### config.mk
export PLATFORM = sky130hd
export DESIGN_NAME = chain_code_to_points_bbox
export DESIGN_NICKNAME = d
export VERILOG_FILES = /design/src/rtl/cc2pb_pkg.sv /design/src/rtl/cc2pb_step.sv /design/src/rtl/chain_code_to_points_bbox.sv
export SDC_FILE = /design/constraint.sdc
export NUM_CORES = 1
export LEC_CHECK = 0
export ABC_AREA = 1
export BUFFER_PORTS_ARGS = -buffer_cell sky130_fd_sc_hd__buf_4
export CORE_ASPECT_RATIO = 2
export CORE_UTILIZATION = 52
export DETAILED_ROUTE_END_ITERATION = 10
export GPL_TIMING_DRIVEN = 0
export PLACE_DENSITY_LB_ADDON = 0.05
export SLEW_MARGIN = 10
export SYNTH_ARGS = -nofsm -noshare
export SYNTH_HDL_FRONTEND = slang
export SYNTH_SLANG_ARGS = --single-unit
### constraint.sdc
create_clock -name clk -period 5.9 [get_ports clk]
set_input_delay 1.18 -clock clk [delete_from_list [all_inputs] [get_ports clk]]
set_output_delay 1.18 -clock clk [all_outputs]
set_load 0.01 [all_outputs]
### src/rtl/cc2pb_pkg.sv
// ----------------------------------------------------------------------------
// cc2pb_pkg
// Shared types, direction codes and coordinate helpers for the chain code
// decoder.
// ----------------------------------------------------------------------------
`default_nettype none

package cc2pb_pkg;

  localparam int COORD_BITS = 16;
  localparam int FIELD_BITS = 16;
  localparam int CODE_BITS  = 8;

  typedef logic signed [COORD_BITS-1:0] coord_t;
  typedef logic signed [FIELD_BITS-1:0] field_t;
  typedef logic        [CODE_BITS-1:0]  code_t;

  localparam coord_t CRD_MAX = {1'b0, {(COORD_BITS-1){1'b1}}};
  localparam coord_t CRD_MIN = {1'b1, {(COORD_BITS-1){1'b0}}};

  // request kinds
  localparam logic KIND_START = 1'b0;
  localparam logic KIND_STEP  = 1'b1;

  // direction codes, y grows downward
  localparam code_t DIR_RIGHT      = code_t'(1);
  localparam code_t DIR_UP_RIGHT   = code_t'(2);
  localparam code_t DIR_UP         = code_t'(3);
  localparam code_t DIR_UP_LEFT    = code_t'(4);
  localparam code_t DIR_LEFT       = code_t'(5);
  localparam code_t DIR_DOWN_LEFT  = code_t'(6);
  localparam code_t DIR_DOWN       = code_t'(7);
  localparam code_t DIR_DOWN_RIGHT = code_t'(8);

  typedef struct packed {
    logic   kind;
    field_t start_x;
    field_t start_y;
    code_t  code;
    logic   last;
  } in_item_t;

  typedef struct packed {
    field_t point_x;
    field_t point_y;
    field_t box_left;
    field_t box_right;
    field_t box_top;
    field_t box_bottom;
    logic   chain_end;
  } out_item_t;

  // current point and running box
  typedef struct packed {
    coord_t cur_x;
    coord_t cur_y;
    coord_t min_x;
    coord_t max_x;
    coord_t min_y;
    coord_t max_y;
  } trace_t;

  localparam int WIDE_BITS = (COORD_BITS > FIELD_BITS) ? COORD_BITS : FIELD_BITS;

  // start coordinate into the coordinate range, saturating when narrower
  function automatic coord_t from_field(field_t v);
    logic signed [WIDE_BITS-1:0] wide;
    logic signed [WIDE_BITS-1:0] hi;
    logic signed [WIDE_BITS-1:0] lo;
    wide = WIDE_BITS'(v);
    hi   = WIDE_BITS'(CRD_MAX);
    lo   = WIDE_BITS'(CRD_MIN);
    if (wide > hi) begin
      return CRD_MAX;
    end else if (wide < lo) begin
      return CRD_MIN;
    end
    return COORD_BITS'(wide);
  endfunction

  // low field bits of a coordinate, sign extended when narrower
  function automatic field_t to_field(coord_t c);
    logic signed [WIDE_BITS-1:0] wide;
    wide = WIDE_BITS'(c);
    return wide[FIELD_BITS-1:0];
  endfunction

endpackage

`default_nettype wire

### src/rtl/cc2pb_step.sv
// ----------------------------------------------------------------------------
// cc2pb_step
// Next point and bounding box for one request: start load or one
// saturating pixel step, then min/max update.
// ----------------------------------------------------------------------------
`default_nettype none

module cc2pb_step
  import cc2pb_pkg::*;
(
  input  var in_item_t item,
  input  var trace_t   st,
  output trace_t       st_nxt
);

  logic   inc_x, dec_x, inc_y, dec_y;
  coord_t x_step, y_step;
  coord_t x0, y0;

  always_comb begin
    inc_x = 1'b0;
    dec_x = 1'b0;
    inc_y = 1'b0;
    dec_y = 1'b0;
    case (item.code)
      DIR_RIGHT: begin
        inc_x = 1'b1;
      end
      DIR_UP_RIGHT: begin
        inc_x = 1'b1;
        dec_y = 1'b1;
      end
      DIR_UP: begin
        dec_y = 1'b1;
      end
      DIR_UP_LEFT: begin
        dec_x = 1'b1;
        dec_y = 1'b1;
      end
      DIR_LEFT: begin
        dec_x = 1'b1;
      end
      DIR_DOWN_LEFT: begin
        dec_x = 1'b1;
        inc_y = 1'b1;
      end
      DIR_DOWN: begin
        inc_y = 1'b1;
      end
      DIR_DOWN_RIGHT: begin
        inc_x = 1'b1;
        inc_y = 1'b1;
      end
      default: ;
    endcase
  end

  // saturate at the range ends by holding the point
  always_comb begin
    x_step = st.cur_x;
    if (inc_x && st.cur_x != CRD_MAX) begin
      x_step = st.cur_x + coord_t'(1);
    end else if (dec_x && st.cur_x != CRD_MIN) begin
      x_step = st.cur_x - coord_t'(1);
    end
    y_step = st.cur_y;
    if (inc_y && st.cur_y != CRD_MAX) begin
      y_step = st.cur_y + coord_t'(1);
    end else if (dec_y && st.cur_y != CRD_MIN) begin
      y_step = st.cur_y - coord_t'(1);
    end
  end

  assign x0 = from_field(item.start_x);
  assign y0 = from_field(item.start_y);

  always_comb begin
    if (item.kind == KIND_START) begin
      st_nxt.cur_x = x0;
      st_nxt.cur_y = y0;
      st_nxt.min_x = x0;
      st_nxt.max_x = x0;
      st_nxt.min_y = y0;
      st_nxt.max_y = y0;
    end else begin
      st_nxt.cur_x = x_step;
      st_nxt.cur_y = y_step;
      st_nxt.min_x = (x_step < st.min_x) ? x_step : st.min_x;
      st_nxt.max_x = (x_step > st.max_x) ? x_step : st.max_x;
      st_nxt.min_y = (y_step < st.min_y) ? y_step : st.min_y;
      st_nxt.max_y = (y_step > st.max_y) ? y_step : st.max_y;
    end
  end

endmodule

`default_nettype wire

### src/rtl/chain_code_to_points_bbox.sv
// ----------------------------------------------------------------------------
// chain_code_to_points_bbox
// Freeman 8-connected chain code decoder with running bounding box.
// ----------------------------------------------------------------------------
// Usage:
//   Input channel (in_valid / in_stall / in_item): a start request (kind 0)
//   loads the start point and collapses the box onto it; a step request
//   (kind 1) moves the point one pixel by its code 1..8, y growing down.
//   Other codes repeat the point. Coordinates saturate at the signed range.
//   Output channel (out_valid / out_stall / out_item): one result per
//   request with the point, the box so far and chain_end = last.
//   An accepted request is loaded into the input register; its step/min/max
//   result is then loaded into the result register, which drives out_valid.
//   One request per cycle is sustained while out_stall is low; the point/box
//   registers update as each request moves into the result register, so
//   back-to-back requests see each other's state.
//   When out_stall holds a result, one more request is taken into the input
//   register, then in_stall rises until the result is taken.
//   Reset (rst_n low, synchronous) empties both stages and sets point and
//   box to (0,0), so steps before any start continue from the origin.
// ----------------------------------------------------------------------------
`default_nettype none

module chain_code_to_points_bbox
  import cc2pb_pkg::*;
(
  input  var logic      clk,
  input  var logic      rst_n,
  input  var logic      in_valid,
  output logic          in_stall,
  input  var in_item_t  in_item,
  output logic          out_valid,
  input  var logic      out_stall,
  output out_item_t     out_item
);

  logic      s1_valid_r;
  in_item_t  s1_item_r;
  logic      out_valid_r;
  out_item_t out_item_r;
  out_item_t out_item_nxt;
  trace_t    st_r;
  trace_t    st_nxt;
  logic      out_adv;
  logic      s1_adv;
  logic      in_acc;

  assign out_adv  = !out_valid_r || !out_stall;
  assign s1_adv   = s1_valid_r && out_adv;
  assign in_stall = s1_valid_r && !out_adv;
  assign in_acc   = in_valid && !in_stall;

  cc2pb_step u_step (
    .item   (s1_item_r),
    .st     (st_r),
    .st_nxt (st_nxt)
  );

  always_comb begin
    out_item_nxt.point_x    = to_field(st_nxt.cur_x);
    out_item_nxt.point_y    = to_field(st_nxt.cur_y);
    out_item_nxt.box_left   = to_field(st_nxt.min_x);
    out_item_nxt.box_right  = to_field(st_nxt.max_x);
    out_item_nxt.box_top    = to_field(st_nxt.min_y);
    out_item_nxt.box_bottom = to_field(st_nxt.max_y);
    out_item_nxt.chain_end  = s1_item_r.last;
  end

  always_ff @(posedge clk) begin
    if (!rst_n) begin
      s1_valid_r  <= 1'b0;
      out_valid_r <= 1'b0;
      st_r        <= '0;
    end else begin
      if (!in_stall) begin
        s1_valid_r <= in_valid;
      end
      if (out_adv) begin
        out_valid_r <= s1_valid_r;
      end
      if (s1_adv) begin
        st_r <= st_nxt;
      end
    end
  end

  always_ff @(posedge clk) begin
    if (in_acc) begin
      s1_item_r <= in_item;
    end
    if (s1_adv) begin
      out_item_r <= out_item_nxt;
    end
  end

  assign out_valid = out_valid_r;
  assign out_item  = out_item_r;

endmodule

`default_nettype wire

* After elaboration in Yosys (flattened, before gate mapping)
Index checks and enable logic that the tools add are counted.
W data, S select, Z words.
** Storage, ports and cells
- Register bits :: 237
- Word-level logic and storage cells :: 83
- Memories :: 0
- RAM bits :: 0
- Memory bits (read-only) :: 0
- Bits in latches :: 0
- Output and inout bits :: 99
- Bits of input ports :: 46
** Cells by class
- Reduce and logical (&&, ||, !) cells :: 16
- Equality and inequality tests :: 12
- Multiplexer cells :: 23
- Multiply operators :: 0
- Magnitude comparators :: 8
- $add $sub $neg :: 4
- Bitwise operators :: 0
- Shifts and indexed selects :: 0
- Divide/modulo/power cells :: 0
** Operators with widths (count)
- $mux W16 :: 14
- $mux W96 :: 1
- $ne A16 B16 Y1 const B :: 4
- $add A16 B2 Y16 const B :: 2
- $eq A8 B3 Y1 const B :: 4
- $gt A16 B16 Y1 :: 2
- $gt A16 B16 Y1 const B :: 2
- $lt A16 B16 Y1 :: 2
- $lt A16 B16 Y1 const B :: 2
- $sub A16 B2 Y16 const B :: 2
- $eq A8 B2 Y1 const B :: 2
- $reduce_or A3 Y1 :: 4
- $eq A8 B1 Y1 const B :: 1
- $eq A8 B4 Y1 const B :: 1
- $mux W1 :: 8
- $logic_and A1 B1 Y1 :: 7
- $logic_not A1 Y1 :: 4
- $logic_or A1 B1 Y1 :: 1

* Depth between registers and ports, before layout
- Depth after elaboration :: 9
- Mapped depth :: 31
- Depth with buffers taken out :: 30

* Hierarchy
A second synthesis with hierarchy kept.
** Unflattened totals
- Cells, all modules :: 1674
- Area, all modules :: 13390.3 sq um
** By module, submodules not included
- chain_code_to_points_bbox :: area an instance 8531.9 sq um, cells each 782, instances 1, seq. area each 6135.9 sq um
- cc2pb_step :: area an instance 4858.4 sq um, cells each 892, instances 1, seq. area each 0.0 sq um

* Worst setup path after synthesis
Ideal clock, no wire load.
- Path type :: input to register
- From :: input port out_stall
- To :: register out_item_r (netlist bit out_item[0]) (enable)
- Data arrival time :: 4.279 ns
- Library setup time :: 0.499 ns
- Stages :: 4
- Buffers on the path :: 1
- Setup slack :: 1.122 ns
- Required time :: 5.401 ns
- Cell sequence :: nand2_1 inv_1 nor2_1 clkbuf_1
** On the way
- Word-level cells in the longest chain between the ends :: 3
** RTL lines
- start: declaration :: line chain_code_to_points_bbox.sv:33 : input var logic out_stall,
- $logic_not A1 Y1 :: line chain_code_to_points_bbox.sv:48 : assign out_adv = !out_valid_r || !out_stall;
- $logic_or A1 B1 Y1 :: line chain_code_to_points_bbox.sv:48
- $logic_and A1 B1 Y1 :: line chain_code_to_points_bbox.sv:49 : assign s1_adv = s1_valid_r && out_adv;
- via s1_adv :: line chain_code_to_points_bbox.sv:45 : logic s1_adv;
- end signal: assignment :: line chain_code_to_points_bbox.sv:92 : out_item_r <= out_item_nxt;
- end: declaration :: line chain_code_to_points_bbox.sv:40 : out_item_t out_item_r;
The timed path passes the listed nets, and every way through them passes these cells.
A chain may end at the register's enable or synchronous reset.

==> impl_metrics.csv <==
group,metric,value,unit
route,wl,40820,µm
setup_path,timing.rr.start,"st_r[64]$_SDFFE_PN0P_",
floorplanning,initial_utilization,0.5288,
route,drt_iter0_markers,595,
setup_path,worstPathCellList,"inv_1 -> ha_1 -> nand3_1 -> nor2_1 -> nand2_1 -> nand2_4 -> nor3_1 -> o21ai_1 -> nor2_1 -> nand3_1 -> xor2_2 -> inv_1 -> ha_1 -> nand2_1 -> nor2_1 -> nor4_1 -> nand3_1 -> nand2_1 -> clkbuf_1 -> nor2_1 -> a21oi_1 -> o21ai_0 -> o21ai_0 -> inv_1",
grt,overflow,0,
grt,track_usage,0.3239,
cts,numCtsBuffers,23,
placed_design,place_ws,0.9139,ns
cells_and_area,area_growth,17.46,%
power,ir_worst_vdd,281.7,µV
cts,cts_sinks,237,
worst_hold_path,hold_path_startpoint,"out_item_nxt[0]$_DFFE_PP_",
route,drt_first_pass_iters,5,
setup_path,critPathLaunchType,"register",
cells_and_area,drive_above_1_share,0.1583,
sta,clock.fmax,0.1999,GHz
power,p_int,3.178,mW
cells_and_area,nets,1809,
floorplanning,ios,145,
yosys,synth-edff-count,139,
sta,finalSetupTns,0,ns
yosys,ys_seq_area_frac,0.4771,
yosys,synth.distinct_cells,49,
floorplanning,core,0.02432,mm²
cts,clockBufferDepth,3,
worst_hold_path,holdPathStages,0,
yosys,avgSynthCellArea,8.433,µm²
yosys,syn_area,0.01286,mm²
power,powerDensity,311.2,mW/mm²
sta,tightest_slew,1.050,ns
route,wire_per_inst,20.38,µm
yosys,yosysTopAreaCellShare,0.3245,
cts,clockRootBuffer,"clkbuf_16",
run_status,status,"completed",
yosys,synthArstFlopShare,0,
placed_design,hpwl,31780,µm
yosys,synth_top_area_cell,"edfxtp_1",
setup_path,worstPathMaxFanout,10,
placed_design,detailed_place.area,0.01436,mm²
route,vias,11160,
power,finalPower,4.701,mW
sta,drv_slew,0,
worst_hold_path,hold_path_end,"out_item[0]$_DFFE_PP_",
route,drtAntennaViolNets,0,
cts,cts_setup_buffers,0,
route,route.detailed.drc,0,
setup_path,rr_worst_depth,24,
sta,max_slew_margin,0.3003,
sta,fin_ws,0.8986,ns
worst_hold_path,hold_path.class,"reg -> reg",
sta,rsz0062_at_grt,"false",
cts,htree_levels,1,
power,clockPowerShare,0.321,
power,leakagePower,7.271,nW
setup_path,rr_endpoint,"st_r[2]$_SDFFE_PN0P_",
floorplanning,die_width,113.2,µm
yosys,yosys_most_used_dff,"edfxtp_1",
yosys,synth.yosys.warnings,0,
floorplanning,rows,81,
floorplanning,die_area,0.02540,mm²
grt,antenna_found_initial,0,
sta,setup_viol,0,
setup_path,path_class,"reg -> reg",
placed_design,io_buffers,144,
power,seqPwrFrac,0.418,
cells_and_area,final_common_cell,"inv_1",
setup_path,critical-path-slowest-cell,"nor4_1",
setup_path,crit_arrival,5.43,ns
sta,fin_crit,5.001,ns
setup_path,cpMostUsedCell,"nor2_1",
cells_and_area,fillers,2227,
sta,hold_viol,0,
setup_path,max_stage_delay,0.45,ns
flow_run,max_cap_viol_count,0,
cts,cts-hold-fix-buffers,0,
setup_path,required,6.32,ns
yosys,syn_inst,1525,
route,via_per_inst,5.572,
cts,tritoncts,"built",
sta,fin_skew,0.02174,ns
grt,grt_pass1_wl,60670,µm
power,power_frac_comb,0.261,
setup_path,cp_num_buf_inv,4,
setup_path,reg2reg_slack,0.90,ns
cells_and_area,layout_common_cells,"268 x inv_1, 247 x nand2_1, 149 x buf_4",
cts,cts-resized-gates,0,
grt,grt_max_degree,57,
yosys,ys_ff_latch,237,
cells_and_area,fin_area,0.01511,mm²
sta,fin_crit_sh,0.8477,
floorplanning,die_y,224.4,µm
power,switching_share,0.3240,
yosys,synthesis.nets,1638,
setup_path,cp_top_family,"simple AND/OR/NAND/NOR gates",
cts,insertion_delay,0.54,ns
yosys,synth.area.top_cells,"edfxtp_1 32%, dfxtp_1 15%, inv_1 7.9%, nand2_1 7.2%, ha_1 6.5%",
cts,clk_pin_slew,0.07,ns
setup_path,end_kind,"register",
placed_design,routabilityCongestion,0.9873,
power,switching_power,1.523,mW
grt,first_global_vias,11260,
==> worst max path at each step <==
stage                          startpoint                endpoint  cells past startpoint
floorplan                       out_stall   out_item[0]$_DFFE_PP_                      4
global placement                out_stall  out_item[85]$_DFFE_PP_                      5
detailed placement  st_r[64]$_SDFFE_PN0P_  out_item[20]$_DFFE_PP_                     23
CTS                 st_r[64]$_SDFFE_PN0P_  out_item[25]$_DFFE_PP_                     23
global route        st_r[64]$_SDFFE_PN0P_    st_r[2]$_SDFFE_PN0P_                     24
finish              st_r[64]$_SDFFE_PN0P_    st_r[2]$_SDFFE_PN0P_                     24
==> synthesized netlist by cell type, types with 3 or more instances <==
| cell | count |
|---|---|
| inv_1 | 269 |
| nand2_1 | 247 |
| a21oi_1 | 142 |
| edfxtp_1 | 139 |
| o21ai_0 | 137 |
| nand3_1 | 114 |
| dfxtp_1 | 98 |
| nor2_1 | 73 |
| ha_1 | 67 |
| clkbuf_1 | 41 |
| nand3_2 | 35 |
| xor2_1 | 27 |
| o21ai_1 | 20 |
| nor3_1 | 16 |
| nand4_1 | 12 |
| nand2_2 | 9 |
| buf_2 | 6 |
| inv_2 | 6 |
| o211ai_1 | 6 |
| a211oi_1 | 5 |
| buf_4 | 5 |
| nand2_4 | 5 |
| nor2_2 | 5 |
| buf_1 | 4 |
| buf_6 | 4 |
| nor4_1 | 4 |
| nand3_4 | 3 |
==> layout make-up <==
class | instances | area (µm²) | area share
diodes | 1 | 2.502 | 0.0001656
well taps | 290 | 362.8 | 0.02402
inverters | 276 | 1036 | 0.06858
clock buffers | 26 | 596.8 | 0.03951
plain buffers | 63 | 332.8 | 0.02203
repair buffers | 146 | 1129 | 0.07471
multi-input cells | 949 | 5360 | 0.3548
flip-flops and latches | 237 | 6136 | 0.4062
clock inverters | 15 | 151.4 | 0.01002
==> state kept, by name, indices dropped and copies added, names as in the netlist <==
signal,count
out_item,97
out_item_nxt,1
out_valid,1
s1_item_r,41
s1_valid_r,1
st_r,96
==> through the flow <==
step / utilization / hold slack, ns / std cells
after global placement: 0.5881 / 0.4006 / 1959
after global routing: 0.6210 / 0.4386 / 2002
after CTS: 0.6210 / 0.4296 / 2002
after detailed placement: 0.5902 / 0.4156 / 1961
after floorplan: - / 0.4003 / 1525
final: 0.6211 / 0.4279 / 2003
==> power by group through the flow <==
stage,Sequential [mW],Clock [mW],Combinational [mW]
2_1_floorplan,2.02,0,0.773
3_3_place_gp,2.01,0,1.19
3_5_place_dp,2.00,0,1.21
4_1_cts,1.97,1.52,1.22
5_1_grt,1.98,1.59,1.34
6_report,1.97,1.51,1.23
==> routing by layer <==
layer / GRT usage / vias up / wire length (µm)
li1: - / 5409 / -
met1: 0.2836 / 5178 / 12960
met2: 0.6157 / 387 / 21910
met3: 0.04258 / 187 / 1596
met4: 0.3069 / 0 / 4353
met5: 0 / - / 0
==> logic make-up after synthesis <==
family	share of synthesized area
xor gates and xnor gates	0.01965
and+or+nand+nor	0.1988
adders and majority gates	0.06518
DFF	0.4771
buffers and inverters	0.1061
AOI/OAI and AO/OA	0.1332
No activity file was read; power rests on OpenSTA's default activity.
